==> src/cmf_pkg.sv <==
`default_nettype none
package cmf_pkg;

    localparam int CHANNELS_DEF    = 16;
    localparam int QUEUE_DEPTH_DEF = 4;

    // input commands (s_axis_tuser)
    localparam logic [1:0] CMD_WRITE = 2'd0;
    localparam logic [1:0] CMD_READ  = 2'd1;
    localparam logic [1:0] CMD_RX    = 2'd2;

    // job operations between front and back
    localparam logic [1:0] OP_WFRAME = 2'd0;
    localparam logic [1:0] OP_RFRAME = 2'd1;
    localparam logic [1:0] OP_RDONE  = 2'd2;

    // result kinds (m_axis_tuser)
    localparam logic KIND_TX   = 1'b0;
    localparam logic KIND_DONE = 1'b1;

    // frame type byte
    localparam logic [7:0] TYPE_WRITE = 8'd1;
    localparam logic [7:0] TYPE_READ  = 8'd2;

    localparam logic [7:0] LEN_BIAS = 8'd2;

    typedef struct packed {
        logic [1:0]  op;
        logic [7:0]  code;
        logic [2:0]  len;     // argument bytes, zero for a read frame
        logic [31:0] data;    // write argument or read completion value
        logic        status;
    } t_job;

    function automatic logic [7:0] code_of(input logic [3:0] ch);
        logic [7:0] c;
        case (ch)
            4'd0:    c = 8'h90;
            4'd1:    c = 8'h91;
            4'd2:    c = 8'h92;
            4'd3:    c = 8'h93;
            4'd4:    c = 8'h94;
            4'd5:    c = 8'h96;
            4'd6:    c = 8'h97;
            4'd7:    c = 8'h98;
            4'd8:    c = 8'hA0;
            4'd9:    c = 8'hA1;
            4'd10:   c = 8'hA2;
            4'd11:   c = 8'hA3;
            4'd12:   c = 8'hA5;
            4'd13:   c = 8'hA7;
            4'd14:   c = 8'hB0;
            default: c = 8'hB1;
        endcase
        return c;
    endfunction

    function automatic logic [2:0] len_of(input logic [3:0] ch);
        logic [2:0] l;
        case (ch)
            4'd1, 4'd11, 4'd12, 4'd13: l = 3'd2;
            4'd6, 4'd14:               l = 3'd4;
            default:                   l = 3'd1;
        endcase
        return l;
    endfunction

endpackage
`default_nettype wire

==> src/command_frame_link.sv <==
// An accepted item's job passes through the job queue and the back end's output register
// before its first result shows. Results leave at one per cycle while the output is ready:
// a write frame has 5, 6 or 8 bytes, a read frame 4, a read completion is one result.
// Items are taken one per cycle while the job queue (QUEUE_DEPTH jobs) has room; writes
// that match the cache, response bytes before the last and items with no result use no queue slot.
// Reset (synchronous, active low) clears the cache, pending read and queue; check_enable = 1.
`default_nettype none
module command_frame_link #(
    parameter int CHANNELS    = cmf_pkg::CHANNELS_DEF,
    parameter int QUEUE_DEPTH = cmf_pkg::QUEUE_DEPTH_DEF
) (
    input  wire         i_clk,
    input  wire         i_rst_n,
    input  wire         s_axis_tvalid,
    output logic        s_axis_tready,
    // channel[3:0], value[35:4], update_cache[36], rx_byte[44:37], zero pad
    input  wire  [47:0] s_axis_tdata,
    // cmd[1:0]
    input  wire  [1:0]  s_axis_tuser,
    output logic        m_axis_tvalid,
    input  wire         m_axis_tready,
    // tx_byte[7:0], read_value[39:8], status[40], zero pad
    output logic [47:0] m_axis_tdata,
    // kind[0]
    output logic        m_axis_tuser,
    output logic        m_axis_tlast,
    input  wire         psel,
    input  wire         penable,
    input  wire         pwrite,
    input  wire  [2:0]  paddr,
    input  wire  [31:0] pwdata,
    output logic [31:0] prdata,
    output logic        pready
);

    logic          r_check_en;
    logic          q_full;
    logic          q_valid;
    logic          push;
    logic          pop;
    cmf_pkg::t_job push_job;
    cmf_pkg::t_job head_job;
    logic [7:0]    tx_byte;
    logic [31:0]   read_value;
    logic          status;

    assign pready = 1'b1;
    assign prdata = (paddr[2] == 1'b0) ? {31'd0, r_check_en} : 32'd0;

    always_ff @(posedge i_clk) begin
        if (!i_rst_n) begin
            r_check_en <= 1'b1;
        end else if (psel && penable && pwrite && pready && (paddr[2] == 1'b0)) begin
            r_check_en <= pwdata[0];
        end
    end

    cmf_front #(
        .CHANNELS (CHANNELS)
    ) u_front (
        .i_clk      (i_clk),
        .i_rst_n    (i_rst_n),
        .i_valid    (s_axis_tvalid),
        .o_ready    (s_axis_tready),
        .i_cmd      (s_axis_tuser),
        .i_channel  (s_axis_tdata[3:0]),
        .i_value    (s_axis_tdata[35:4]),
        .i_update   (s_axis_tdata[36]),
        .i_rx_byte  (s_axis_tdata[44:37]),
        .i_check_en (r_check_en),
        .i_full     (q_full),
        .o_push     (push),
        .o_job      (push_job)
    );

    cmf_queue #(
        .DEPTH (QUEUE_DEPTH)
    ) u_queue (
        .i_clk   (i_clk),
        .i_rst_n (i_rst_n),
        .i_push  (push),
        .i_job   (push_job),
        .o_full  (q_full),
        .o_valid (q_valid),
        .o_job   (head_job),
        .i_pop   (pop)
    );

    cmf_back u_back (
        .i_clk        (i_clk),
        .i_rst_n      (i_rst_n),
        .i_job_valid  (q_valid),
        .i_job        (head_job),
        .o_pop        (pop),
        .o_valid      (m_axis_tvalid),
        .i_ready      (m_axis_tready),
        .o_kind       (m_axis_tuser),
        .o_tx_byte    (tx_byte),
        .o_last       (m_axis_tlast),
        .o_read_value (read_value),
        .o_status     (status)
    );

    assign m_axis_tdata = {7'd0, status, read_value, tx_byte};

endmodule
`default_nettype wire

==> src/cmf_front.sv <==
`default_nettype none
module cmf_front #(
    parameter int CHANNELS = cmf_pkg::CHANNELS_DEF
) (
    input  wire               i_clk,
    input  wire               i_rst_n,
    input  wire               i_valid,
    output logic              o_ready,
    input  wire  [1:0]        i_cmd,
    input  wire  [3:0]        i_channel,
    input  wire  [31:0]       i_value,
    input  wire               i_update,
    input  wire  [7:0]        i_rx_byte,
    input  wire               i_check_en,
    input  wire               i_full,
    output logic              o_push,
    output cmf_pkg::t_job     o_job
);

    localparam int IDX_W = (CHANNELS > 1) ? $clog2(CHANNELS) : 1;
    localparam logic [4:0] CH_LIM = 5'(CHANNELS);

    logic [31:0] r_cache [CHANNELS];
    logic        r_pend;
    logic [3:0]  r_pend_ch;
    logic        r_pend_upd;
    logic [2:0]  r_rx_cnt;
    logic [7:0]  r_rx_sum;
    logic [31:0] r_rx_val;

    logic        n_pend;
    logic [3:0]  n_pend_ch;
    logic        n_pend_upd;
    logic [2:0]  n_rx_cnt;
    logic [7:0]  n_rx_sum;
    logic [31:0] n_rx_val;

    logic             accept;
    logic             in_range;
    logic [IDX_W-1:0] cidx;
    logic [IDX_W-1:0] pidx;
    logic [31:0]      cached;
    logic [2:0]       plen;
    logic [1:0]       lane;
    logic             good;
    logic             cw_en;
    logic [IDX_W-1:0] cw_idx;
    logic [31:0]      cw_data;

    assign o_ready  = !i_full;
    assign accept   = i_valid && o_ready;
    assign in_range = ({1'b0, i_channel} < CH_LIM);
    assign cidx     = i_channel[IDX_W-1:0];
    assign pidx     = r_pend_ch[IDX_W-1:0];
    assign cached   = r_cache[cidx];
    assign plen     = cmf_pkg::len_of(r_pend_ch);
    assign lane     = 2'(r_rx_cnt - 3'd2);
    assign good     = !i_check_en || (i_rx_byte == r_rx_sum);

    always_comb begin
        o_push     = 1'b0;
        o_job      = '0;
        cw_en      = 1'b0;
        cw_idx     = cidx;
        cw_data    = i_value;
        n_pend     = r_pend;
        n_pend_ch  = r_pend_ch;
        n_pend_upd = r_pend_upd;
        n_rx_cnt   = r_rx_cnt;
        n_rx_sum   = r_rx_sum;
        n_rx_val   = r_rx_val;
        if (accept) begin
            case (i_cmd)
                cmf_pkg::CMD_WRITE: begin
                    if (in_range && (i_value != cached)) begin
                        o_push     = 1'b1;
                        o_job.op   = cmf_pkg::OP_WFRAME;
                        o_job.code = cmf_pkg::code_of(i_channel);
                        o_job.len  = cmf_pkg::len_of(i_channel);
                        o_job.data = i_value;
                        cw_en      = 1'b1;
                    end
                end
                cmf_pkg::CMD_READ: begin
                    if (in_range) begin
                        o_push     = 1'b1;
                        o_job.op   = cmf_pkg::OP_RFRAME;
                        o_job.code = cmf_pkg::code_of(i_channel);
                        n_pend     = 1'b1;
                        n_pend_ch  = i_channel;
                        n_pend_upd = i_update;
                        n_rx_cnt   = '0;
                        n_rx_sum   = '0;
                        n_rx_val   = '0;
                    end
                end
                cmf_pkg::CMD_RX: begin
                    if (r_pend) begin
                        if ({1'b0, r_rx_cnt} < ({1'b0, plen} + 4'd2)) begin
                            // reserved bytes only feed the sum; argument bytes fill LSB first
                            if (r_rx_cnt >= 3'd2) begin
                                case (lane)
                                    2'd0:    n_rx_val[7:0]   = i_rx_byte;
                                    2'd1:    n_rx_val[15:8]  = i_rx_byte;
                                    2'd2:    n_rx_val[23:16] = i_rx_byte;
                                    default: n_rx_val[31:24] = i_rx_byte;
                                endcase
                            end
                            n_rx_sum = r_rx_sum + i_rx_byte;
                            n_rx_cnt = r_rx_cnt + 3'd1;
                        end else begin
                            o_push       = 1'b1;
                            o_job.op     = cmf_pkg::OP_RDONE;
                            o_job.data   = good ? r_rx_val : 32'd0;
                            o_job.status = !good;
                            cw_en        = good && r_pend_upd;
                            cw_idx       = pidx;
                            cw_data      = r_rx_val;
                            n_pend       = 1'b0;
                            n_pend_upd   = 1'b0;
                            n_rx_cnt     = '0;
                            n_rx_sum     = '0;
                            n_rx_val     = '0;
                        end
                    end
                end
                default: ;
            endcase
        end
    end

    always_ff @(posedge i_clk) begin
        if (!i_rst_n) begin
            for (int i = 0; i < CHANNELS; i++) begin
                r_cache[i] <= '0;
            end
            r_pend     <= 1'b0;
            r_pend_ch  <= '0;
            r_pend_upd <= 1'b0;
            r_rx_cnt   <= '0;
            r_rx_sum   <= '0;
            r_rx_val   <= '0;
        end else begin
            if (cw_en) begin
                r_cache[cw_idx] <= cw_data;
            end
            r_pend     <= n_pend;
            r_pend_ch  <= n_pend_ch;
            r_pend_upd <= n_pend_upd;
            r_rx_cnt   <= n_rx_cnt;
            r_rx_sum   <= n_rx_sum;
            r_rx_val   <= n_rx_val;
        end
    end

endmodule
`default_nettype wire

==> src/cmf_queue.sv <==
`default_nettype none
module cmf_queue #(
    parameter int DEPTH = cmf_pkg::QUEUE_DEPTH_DEF
) (
    input  wire               i_clk,
    input  wire               i_rst_n,
    input  wire               i_push,
    input  cmf_pkg::t_job     i_job,
    output logic              o_full,
    output logic              o_valid,
    output cmf_pkg::t_job     o_job,
    input  wire               i_pop
);

    localparam int PTR_W = (DEPTH > 1) ? $clog2(DEPTH) : 1;
    localparam int CNT_W = $clog2(DEPTH + 1);

    cmf_pkg::t_job    r_mem [DEPTH];
    logic [PTR_W-1:0] r_wr;
    logic [PTR_W-1:0] r_rd;
    logic [CNT_W-1:0] r_cnt;

    logic do_pop;

    assign o_full  = (r_cnt == CNT_W'(DEPTH));
    assign o_valid = (r_cnt != '0);
    assign o_job   = r_mem[r_rd];
    assign do_pop  = i_pop && o_valid;

    always_ff @(posedge i_clk) begin
        if (i_push && !o_full) begin
            r_mem[r_wr] <= i_job;
        end
    end

    always_ff @(posedge i_clk) begin
        if (!i_rst_n) begin
            r_wr  <= '0;
            r_rd  <= '0;
            r_cnt <= '0;
        end else begin
            if (i_push && !o_full) begin
                r_wr <= (r_wr == PTR_W'(DEPTH - 1)) ? '0 : r_wr + PTR_W'(1);
            end
            if (do_pop) begin
                r_rd <= (r_rd == PTR_W'(DEPTH - 1)) ? '0 : r_rd + PTR_W'(1);
            end
            case ({i_push && !o_full, do_pop})
                2'b10:   r_cnt <= r_cnt + CNT_W'(1);
                2'b01:   r_cnt <= r_cnt - CNT_W'(1);
                default: r_cnt <= r_cnt;
            endcase
        end
    end

    // the front must hold off while the queue is full
    a_no_push_full: assert property (@(posedge i_clk) disable iff (!i_rst_n)
        o_full |-> !i_push)
        else $error("job pushed into full queue");

endmodule
`default_nettype wire

==> src/cmf_back.sv <==
`default_nettype none
module cmf_back (
    input  wire               i_clk,
    input  wire               i_rst_n,
    input  wire               i_job_valid,
    input  cmf_pkg::t_job     i_job,
    output logic              o_pop,
    output logic              o_valid,
    input  wire               i_ready,
    output logic              o_kind,
    output logic [7:0]        o_tx_byte,
    output logic              o_last,
    output logic [31:0]       o_read_value,
    output logic              o_status
);

    logic [2:0]  r_idx;
    logic [7:0]  r_sum;
    logic        r_valid;
    logic        r_kind;
    logic [7:0]  r_tx;
    logic        r_last;
    logic [31:0] r_rval;
    logic        r_status;

    logic       load;
    logic       is_done;
    logic [2:0] last_idx;
    logic       at_end;
    logic [1:0] lane_full;
    logic [7:0] data_byte;
    logic [7:0] n_byte;

    assign load      = i_job_valid && (!r_valid || i_ready);
    assign is_done   = (i_job.op == cmf_pkg::OP_RDONE);
    assign last_idx  = is_done ? 3'd0 : (i_job.len + 3'd3);
    assign at_end    = (r_idx == last_idx);
    assign lane_full = 2'(r_idx - 3'd3);
    assign o_pop     = load && at_end;

    always_comb begin
        case (lane_full)
            2'd0:    data_byte = i_job.data[7:0];
            2'd1:    data_byte = i_job.data[15:8];
            2'd2:    data_byte = i_job.data[23:16];
            default: data_byte = i_job.data[31:24];
        endcase
        case (r_idx)
            3'd0:    n_byte = i_job.code;
            3'd1:    n_byte = {5'd0, i_job.len} + cmf_pkg::LEN_BIAS;
            3'd2:    n_byte = (i_job.op == cmf_pkg::OP_RFRAME) ? cmf_pkg::TYPE_READ
                                                               : cmf_pkg::TYPE_WRITE;
            default: n_byte = at_end ? r_sum : data_byte;
        endcase
    end

    always_ff @(posedge i_clk) begin
        if (!i_rst_n) begin
            r_valid <= 1'b0;
            r_idx   <= '0;
            r_sum   <= '0;
        end else begin
            if (load) begin
                r_valid <= 1'b1;
            end else if (i_ready) begin
                r_valid <= 1'b0;
            end
            if (load) begin
                if (at_end) begin
                    r_idx <= '0;
                    r_sum <= '0;
                end else begin
                    r_idx <= r_idx + 3'd1;
                    r_sum <= r_sum + n_byte;
                end
            end
        end
    end

    always_ff @(posedge i_clk) begin
        if (load) begin
            if (is_done) begin
                r_kind   <= cmf_pkg::KIND_DONE;
                r_tx     <= '0;
                r_last   <= 1'b0;
                r_rval   <= i_job.data;
                r_status <= i_job.status;
            end else begin
                r_kind   <= cmf_pkg::KIND_TX;
                r_tx     <= n_byte;
                r_last   <= at_end;
                r_rval   <= '0;
                r_status <= 1'b0;
            end
        end
    end

    assign o_valid      = r_valid;
    assign o_kind       = r_kind;
    assign o_tx_byte    = r_tx;
    assign o_last       = r_last;
    assign o_read_value = r_rval;
    assign o_status     = r_status;

    a_done_clean: assert property (@(posedge i_clk) disable iff (!i_rst_n)
        (r_valid && r_kind == cmf_pkg::KIND_DONE) |-> (!r_last && r_tx == 8'd0))
        else $error("completion carries frame fields");

    a_bad_zero: assert property (@(posedge i_clk) disable iff (!i_rst_n)
        (r_valid && r_kind == cmf_pkg::KIND_DONE && r_status) |-> (r_rval == 32'd0))
        else $error("failed completion with nonzero value");

    a_tx_clean: assert property (@(posedge i_clk) disable iff (!i_rst_n)
        (r_valid && r_kind == cmf_pkg::KIND_TX) |-> (r_rval == 32'd0 && !r_status))
        else $error("transmit byte carries completion fields");

    a_idle_index: assert property (@(posedge i_clk) disable iff (!i_rst_n)
        (o_pop) |=> (r_idx == 3'd0))
        else $error("byte index not rewound after job");

endmodule
`default_nettype wire

==> config.mk <==
export PLATFORM = sky130hd
export DESIGN_NAME = command_frame_link
export DESIGN_NICKNAME = d
export VERILOG_FILES = /design/src/cmf_pkg.sv /design/src/command_frame_link.sv /design/src/cmf_front.sv /design/src/cmf_queue.sv /design/src/cmf_back.sv
export SDC_FILE = /design/constraint.sdc
export NUM_CORES = 1
export LEC_CHECK = 0
export BUFFER_PORTS_ARGS = -buffer_cell sky130_fd_sc_hd__buf_2
export CAP_MARGIN = 20
export CORE_AREA = 3 3 266 268
export CTS_CLUSTER_DIAMETER = 150
export CTS_CLUSTER_SIZE = 30
export DETAILED_ROUTE_END_ITERATION = 12
export DIE_AREA = 0 0 269 271
export PLACE_DENSITY = 0.72
export SYNTH_ARGS = -nofsm -noshare
export SYNTH_HDL_FRONTEND = slang
export SYNTH_SLANG_ARGS = --single-unit
==> constraint.sdc <==
create_clock -name i_clk -period 11.1 [get_ports i_clk]
set_clock_uncertainty 0.15 [all_clocks]
set_input_delay 0 -clock i_clk [delete_from_list [all_inputs] [get_ports i_clk]]
set_output_delay 0 -clock i_clk [all_outputs]
set_load 0.02 [all_outputs]
==> results.md, run 1 <==
- Status: finished clean
- Layout cells sized above 1: 0.1353
- Postcts setup bufs: 0
- CTS max path bufs: 3
- Total core area: 68590 µm²
- Sequential cell area: 23500 µm²
- Final min period: approximately 7000 ps
- IO Port Bufs: roughly 100
- Clk slew on worst S/H paths: 120 ps
- CTS buffer count: 30
- Number of flops mapped to enable cells by yosys: between 700 and 800
- Maximum VDD drop: about 0.12 mV
- Max cap viols: 0
- Worst hold endpoint: u_back.o_valid$_SDFFE_PN0P_
- Placed Instances: approximately 3.6k
- Seq/Total Area, Yosys: 0.6241
- Worst slew pin tran: between 1000 and 1500 ps
- Synth warn: 0
- FF+latch count, synth: between 800 and 900
- Power Density: 147.6 nW/µm²
- Final Cycle Share: 0.6218
- Routed Antenna Nets: 0
- Crit end category: flop
- Syn_area_per_cell: 13.51 µm²
- Post-synth cell types: 68
- Wire length per cell: 27.44 µm
- Multi-input combinational cell area: between 10000 and 15000 µm²
- Worst R2R Path Depth: 20
- Fillers: between 5k and 6k
- Hold path depth: 5
- Crit path DAT: 7110 ps
- Final Max Tran Viols: 0
- Critical path launch point: s_axis_tdata[2]
- Critical path's slowest cell: a2111oi_0
- Final Wtd Congestion: 0.8880
- Worst Path Class, Setup: in2reg
- Site row count: 96
- Crit path launch type: input port
- Crit-path max FO: between 150 and 200
- Die H: 271 µm
- Synthesis-to-finish area growth: 5.654%
- GRT Total Usage: 0.2785
- Die X: roughly 270 µm
- CTS Hold Buffers Added: 57
- Via density: 6.566
- CP Cell Sequence: dlygate4sd3_1, buf_6, buf_4, nand2_1, o22ai_1, a221oi_1, xnor2_1, nand4_1, a2111oi_0, nand4_1, a32oi_4, buf_12, buf_4, nor3_1
- Commonest cells after routing, fill and taps aside: edfxtp_1, nor3_1, nand2_1, mux2i_1, mux4_2
- Initial antenna violation count: 4
- Pin count of the biggest net entering global routing: 201
- Reg2reg end: u_back.r_sum[7]$_SDFFE_PN0P_
- GRT overflow: 0
- CTS tree: built
- DRC viols: 0
- Initial DRC Count: about 3.4k
- Syn Inst Count: 2787
- First-pass DRT Iterations: 5
- First-pass GRT wire length: ~150000 µm
- Final setup vio count: 0
- Commonest non-fill, non-tap cell in the layout: edfxtp_1
- Setup TNS: 0 ps
- Async SR Flop Fraction: 0
- Cell area after synthesis: roughly 38000 µm²
- CTS root buf: clkbuf_16
- Nets: around 3k
- Post-CTS sizing: 0
- Post-synth top flop: edfxtp_1
- Post-DP Area: approximately 38000 µm²
- CP delay by family, top: buffers and inverters
- # IOs: about 180
- Final Hold Fails: 0
- Initial Utilization: 0.5488
- Final instance area: a little under 40000 µm²
- HPWL after detailed placement: roughly 62000 µm
- Sinks on Clock Net: about 810
- H-tree levels: 1
- Worst path max stage delay: 1040 ps
- Worst Hold Class: in2reg
- Lkg Pwr: 13.29 nW
- Final wirelength: ~100000 µm
- DR vias: ~24k
- RSZ-0062 raised after global routing: false
- Die Area: 72900 µm²
- Buffer and inverter count on the worst path: 5
- HP Start: m_axis_tready
- Skew-Pair Late Insertion Delay: approximately 660 ps
- WP data required: between 10000 and 15000 ps
- Fmax achieved: about 140 MHz
- Non-Filler Instances: roughly 3.7k
- Setup slack, reg-to-reg: 4750 ps
- Vias in the first global route: 23.87k
- Relative slew slack: 0.2223
state kept, by name (all words and copies together), names as in the netlist, 2 cells and up, named ones only:
name	cells
u_back.o_read_value	32
u_front.r_rx_val	32
u_queue.r_cnt	3
u_front.pidx	4
u_back.r_idx	3
u_queue.r_rd	2
u_front.r_cache	512
u_front.r_rx_cnt	3
u_back.r_sum	8
u_queue.r_mem	180
u_front.r_rx_sum	8
u_back.o_tx_byte	8
u_queue.r_wr	2
power breakdown:
part	internal (mW)	total [mW]	leakage, nW	switching (mW)
logic	0.311	0.945	4.93	0.634
clock network	0.542	1.43	0.410	0.884
registers	3.45	3.50	7.94	0.0470
layout make-up:
class,instances,area share
Sequential cell,806,0.5908
Multi-Input combinational cell,1683,0.3148
Timing Repair Buffer,220,0.03977
Tap cell,931,0.02929
Clock buffer,43,0.02064
Inverter,40,0.003775
Clock inverter,1,0.0007551
Antenna cell,4,0.0002517
worst max-delay path by stage:
stage / slack, ps / endpoint / cells past startpoint
finish: 4200 / u_front.r_cache[13][19]$_SDFFCE_PN0P_ / 14
global route: 3990 / u_front.r_cache[13][19]$_SDFFCE_PN0P_ / 14
CTS: 4470 / u_front.r_cache[14][22]$_SDFFCE_PN0P_ / 15
detailed placement: 4400 / u_front.r_cache[14][22]$_SDFFCE_PN0P_ / 14
global placement: 4460 / u_front.r_cache[14][22]$_SDFFCE_PN0P_ / 14
floorplan: 5440 / u_front.r_cache[8][0]$_SDFFCE_PN0P_ / 16
Yosys cell counts, drive strengths merged, types with 13 or more instances:
| cell | n | share of area |
|---|---|---|
| clkbuf | 131 | 0.013 |
| and2 | 43 | 0.0071 |
| dfxtp | 71 | 0.038 |
| o21ai | 46 | 0.0061 |
| mux2 | 28 | 0.0084 |
| edfxtp | 735 | 0.59 |
| nand2 | 218 | 0.022 |
| mux4 | 120 | 0.072 |
| inv | 37 | 0.0037 |
| nand4 | 31 | 0.0052 |
| a21oi | 80 | 0.011 |
| nor2 | 57 | 0.0058 |
| ha | 46 | 0.015 |
| nor3 | 522 | 0.069 |
| buf | 164 | 0.035 |
| a22o | 37 | 0.0086 |
| nor2b | 13 | 0.0022 |
| xor2 | 20 | 0.0047 |
| xnor2 | 39 | 0.0091 |
| and3 | 15 | 0.0025 |
| a22oi | 37 | 0.0074 |
| nand3 | 27 | 0.0036 |
| mux2i | 135 | 0.036 |
worst min-delay path, delay by kind of cell:
kind	cells	cell delay (ps)
AO/OA/AOI/OAI	1	50
buffers and inverters	3	670
AND/OR/NAND/NOR	1	50
per-layer routing:
metal	vias up	track usage	wire length, µm
li1	10500	-	-
met1	12190	0.3762	37970
met2	1525	0.4382	47520
met3	260	0.06293	11760
met4	2	0.1153	5014
met5	-	0	13
through the flow:
stage | utilization | power (mW) | setup slack (ps) | hold slack [ps]
after global placement | 0.5590 | 4.458 | 4465 | 62.71
after CTS | 0.5797 | 5.862 | 4468 | 3.616
final | 0.5799 | 5.871 | 4198 | 16.47
after global routing | 0.5798 | 6.055 | 3989 | 59.72
after floorplan | - | 4.213 | 5439 | -71.89
after detailed placement | 0.5590 | 4.486 | 4403 | 84.47
cells by family after synthesis:
kind of cell,synth area share
mux,0.1161
xor+xnor,0.01373
compound gates,0.05215
buf+inv,0.05228
simple gates,0.1246
flops,0.6241
other cells,0.0001995
fa+ha+maj,0.01689
Note: power is estimated with default switching activity, not from simulation.
==> run 2: changes to the inputs <==
- clock period: 11.1 -> 6.6 ns (I/O delays scaled with it)
==> run 2 against run 1 <==
Compared with the run above: critical path depth grew 7; design area grew 0.88%; global-route usage grew 0.083 points; flip-flop and latch count is the same; via count grew 0.24%; routed wire length grew 0.43%; final cell count grew 0.59%; largest power group unchanged.
==> results.md, run 2 (synthesized netlist as in run 1, its figures left out) <==
- Max reg flops: 512 (unchanged)
- Pin count of the biggest net entering global routing: 203 (+1.0%)
- Final Cycle Share: 0.7893
- Initial antenna violation count: 3 (-1)
- Final min period: 5210 ps
- DR vias: 24.54k (+0.24%)
- Final core occ: 0.5850 (+0.005108)
- # IOs: 177 (unchanged)
- Lkg Pwr: 13.47 nW (+1.4%)
- Skew-Pair Late Insertion Delay: 650 ps (about the same)
- Die Area: 72900 µm² (unchanged)
- Setup slack, reg-to-reg: 1390 ps (-3360 ps)
- Status: finished clean
- Total core area: 68590 µm² (unchanged)
- Die X: 269 µm (unchanged)
- Die H: 271 µm (unchanged)
- Max cap viols: 0 (unchanged)
- Commonest cells after routing, fill and taps aside: edfxtp_1, nor3_1, nand2_1, mux2i_1, mux4_2
- Sequential cell area: 23500 µm² (unchanged)
- HPWL after detailed placement: 65000 µm (+4.6%)
- RSZ-0062 raised after global routing: false
- Final setup vio count: 0 (unchanged)
- Final Hold Fails: 0 (unchanged)
- Multi-input combinational cell area: 12520 µm² (unchanged)
- Reg2reg end: u_back.r_sum[7]$_SDFFE_PN0P_
- Commonest non-fill, non-tap cell in the layout: edfxtp_1
- First-pass DRT Iterations: 7 (+2)
- Initial Utilization: 0.5488 (unchanged)
- Register name with the most flops: u_front.r_cache
- Crit-path max FO: 12 (-93%)
- Clk slew on worst S/H paths: 120 ps (about the same)
- Worst Hold Class: in2reg
- Postcts setup bufs: 0 (unchanged)
- H-tree levels: 1 (unchanged)
- CTS max path bufs: 3 (unchanged)
- Synthesis-to-finish area growth: 6.585%
- GRT overflow: 0 (unchanged)
- Power Density: 246.3 nW/µm² (+67%)
- Worst slew pin tran: 1079 ps (-57.81 ps)
- Hold path depth: 3 (-2)
- Maximum VDD drop: 0.2056 mV (+74%)
- Wire length per cell: 27.39 µm (-0.16%)
- Final Max Tran Viols: 0 (unchanged)
- Worst hold endpoint: u_queue.r_mem[2][39]$_DFFE_PP_
- Regs by FF count: u_front.r_cache x512, u_queue.r_mem x180
- Setup TNS: 0 ps (unchanged)
- Worst R2R Path Depth: 21 (+5.0%)
- DRC viols: 0 (unchanged)
- Fillers: 5288 (-1.4%)
- Crit path launch type: flop
- Worst Path Class, Setup: reg2reg
- Final Wtd Congestion: 0.9306 (+4.8%)
- Layout cells sized above 1: 0.1427 (+0.007367)
- CTS tree: built
- Sinks on Clock Net: 806 (unchanged)
- Fmax achieved: between 150 and 200 MHz
- IO Port Bufs: 101 (unchanged)
- First-pass GRT wire length: 151800 µm (+0.16%)
- Relative slew slack: 0.2777 (+0.05542)
- Site row count: 96 (unchanged)
- Vias in the first global route: 24.10k (+0.99%)
- Routed Antenna Nets: 0 (unchanged)
- Via density: 6.543 (-0.35%)
- Crit end category: flop
- GRT Total Usage: 0.2794 (+0.0008330)
- Initial DRC Count: 3192 (-5.6%)
- Crit path DAT: 5640 ps (-1470 ps)
- HP Start: s_axis_tdata[0]
- WP data required: 7030 ps (-4270 ps)
- Nets: 2946 (+0.82%)
- CTS root buf: clkbuf_16
- CTS buffer count: 30 (unchanged)
- Final wirelength: 102700 µm (+0.43%)
## run 2: cell types whose count changed in the layout (fill, tap and decap cells not counted), sizes merged
cell	change
buf	+24
diode	-2
## run 2: layout make-up
| class | count | share of cell area |
|---|---|---|
| tap | 931 | 0.02903 |
| clock inverter | 1 | 0.0007485 |
| inverter | 40 | 0.003742 |
| timing repair buffer | 244 | 0.04828 |
| sequential | 806 | 0.5856 |
| multi-input combinational | 1683 | 0.3120 |
| antenna | 2 | 0.0001247 |
| clock buffer | 43 | 0.02046 |
## run 2: metal layers
metal / part of all wire / vias up / GRT usage
met5: 0.000088 / - / 0
met4: 0.046 / 2 / 0.1128
met3: 0.11 / 274 / 0.06111
met2: 0.47 / 1535 / 0.4484
met1: 0.37 / 12170 / 0.3720
li1: - / 10550 / -
## run 2: worst max path at each step
stage / startpoint / end / cells after the start
floorplan: u_front.pidx[2]$_SDFFE_PN0P_ / u_front.r_cache[8][0]$_SDFFCE_PN0P_ / 16
global placement: flop / u_back.r_sum[7]$_SDFFE_PN0P_ / 18
detailed placement: flop / u_back.r_sum[7]$_SDFFE_PN0P_ / 18
CTS: flop / u_back.r_sum[7]$_SDFFE_PN0P_ / 18
global route: flop / u_back.r_sum[7]$_SDFFE_PN0P_ / 21
finish: flop / u_back.r_sum[7]$_SDFFE_PN0P_ / 21
## run 2: critical path: stages (launching register included)
cell      delay (ps)
dfxtp_2          560
mux4_2           630
inv_1             90
ha_1             260
xnor2_1          140
or3_1            110
a21oi_1           70
o22ai_2          470
buf_4            270
o21ai_0           80
o21ai_0          420
inv_1             90
ha_1             280
a21o_1           180
a21oi_1          230
o21bai_1         110
a21oi_1          230
o21bai_1          90
a21oi_1          260
xnor2_1          160
nand3_1           90
a31oi_1          170
## run 2: through the flow
step	hold slack (ps)	area [µm²]	std cells	worst slack [ps]	power (mW)
floorplan	-71.89	37780	2824	938.8	7.085
global placement	67.23	38690	3647	1410	7.527
detailed placement	82.99	38690	3647	1426	7.571
CTS	60.14	40120	3748	1407	9.879
global route	110.6	40120	3750	922.3	10.21
finish	95.12	40120	3750	1390	9.881
## run 2: power breakdown
part / leakage (nW) / switching [mW] / internal (mW) / total (mW)
registers: 7.94 / 0.0813 / 5.81 / 5.89
clock network: 0.410 / 1.46 / 0.912 / 2.37
logic: 5.11 / 1.07 / 0.547 / 1.62
## run 2: timing repair
item,in CTS,in global routing
resized for setup,0,0
hold endpoints to repair,211,0
hold buffers,57,0
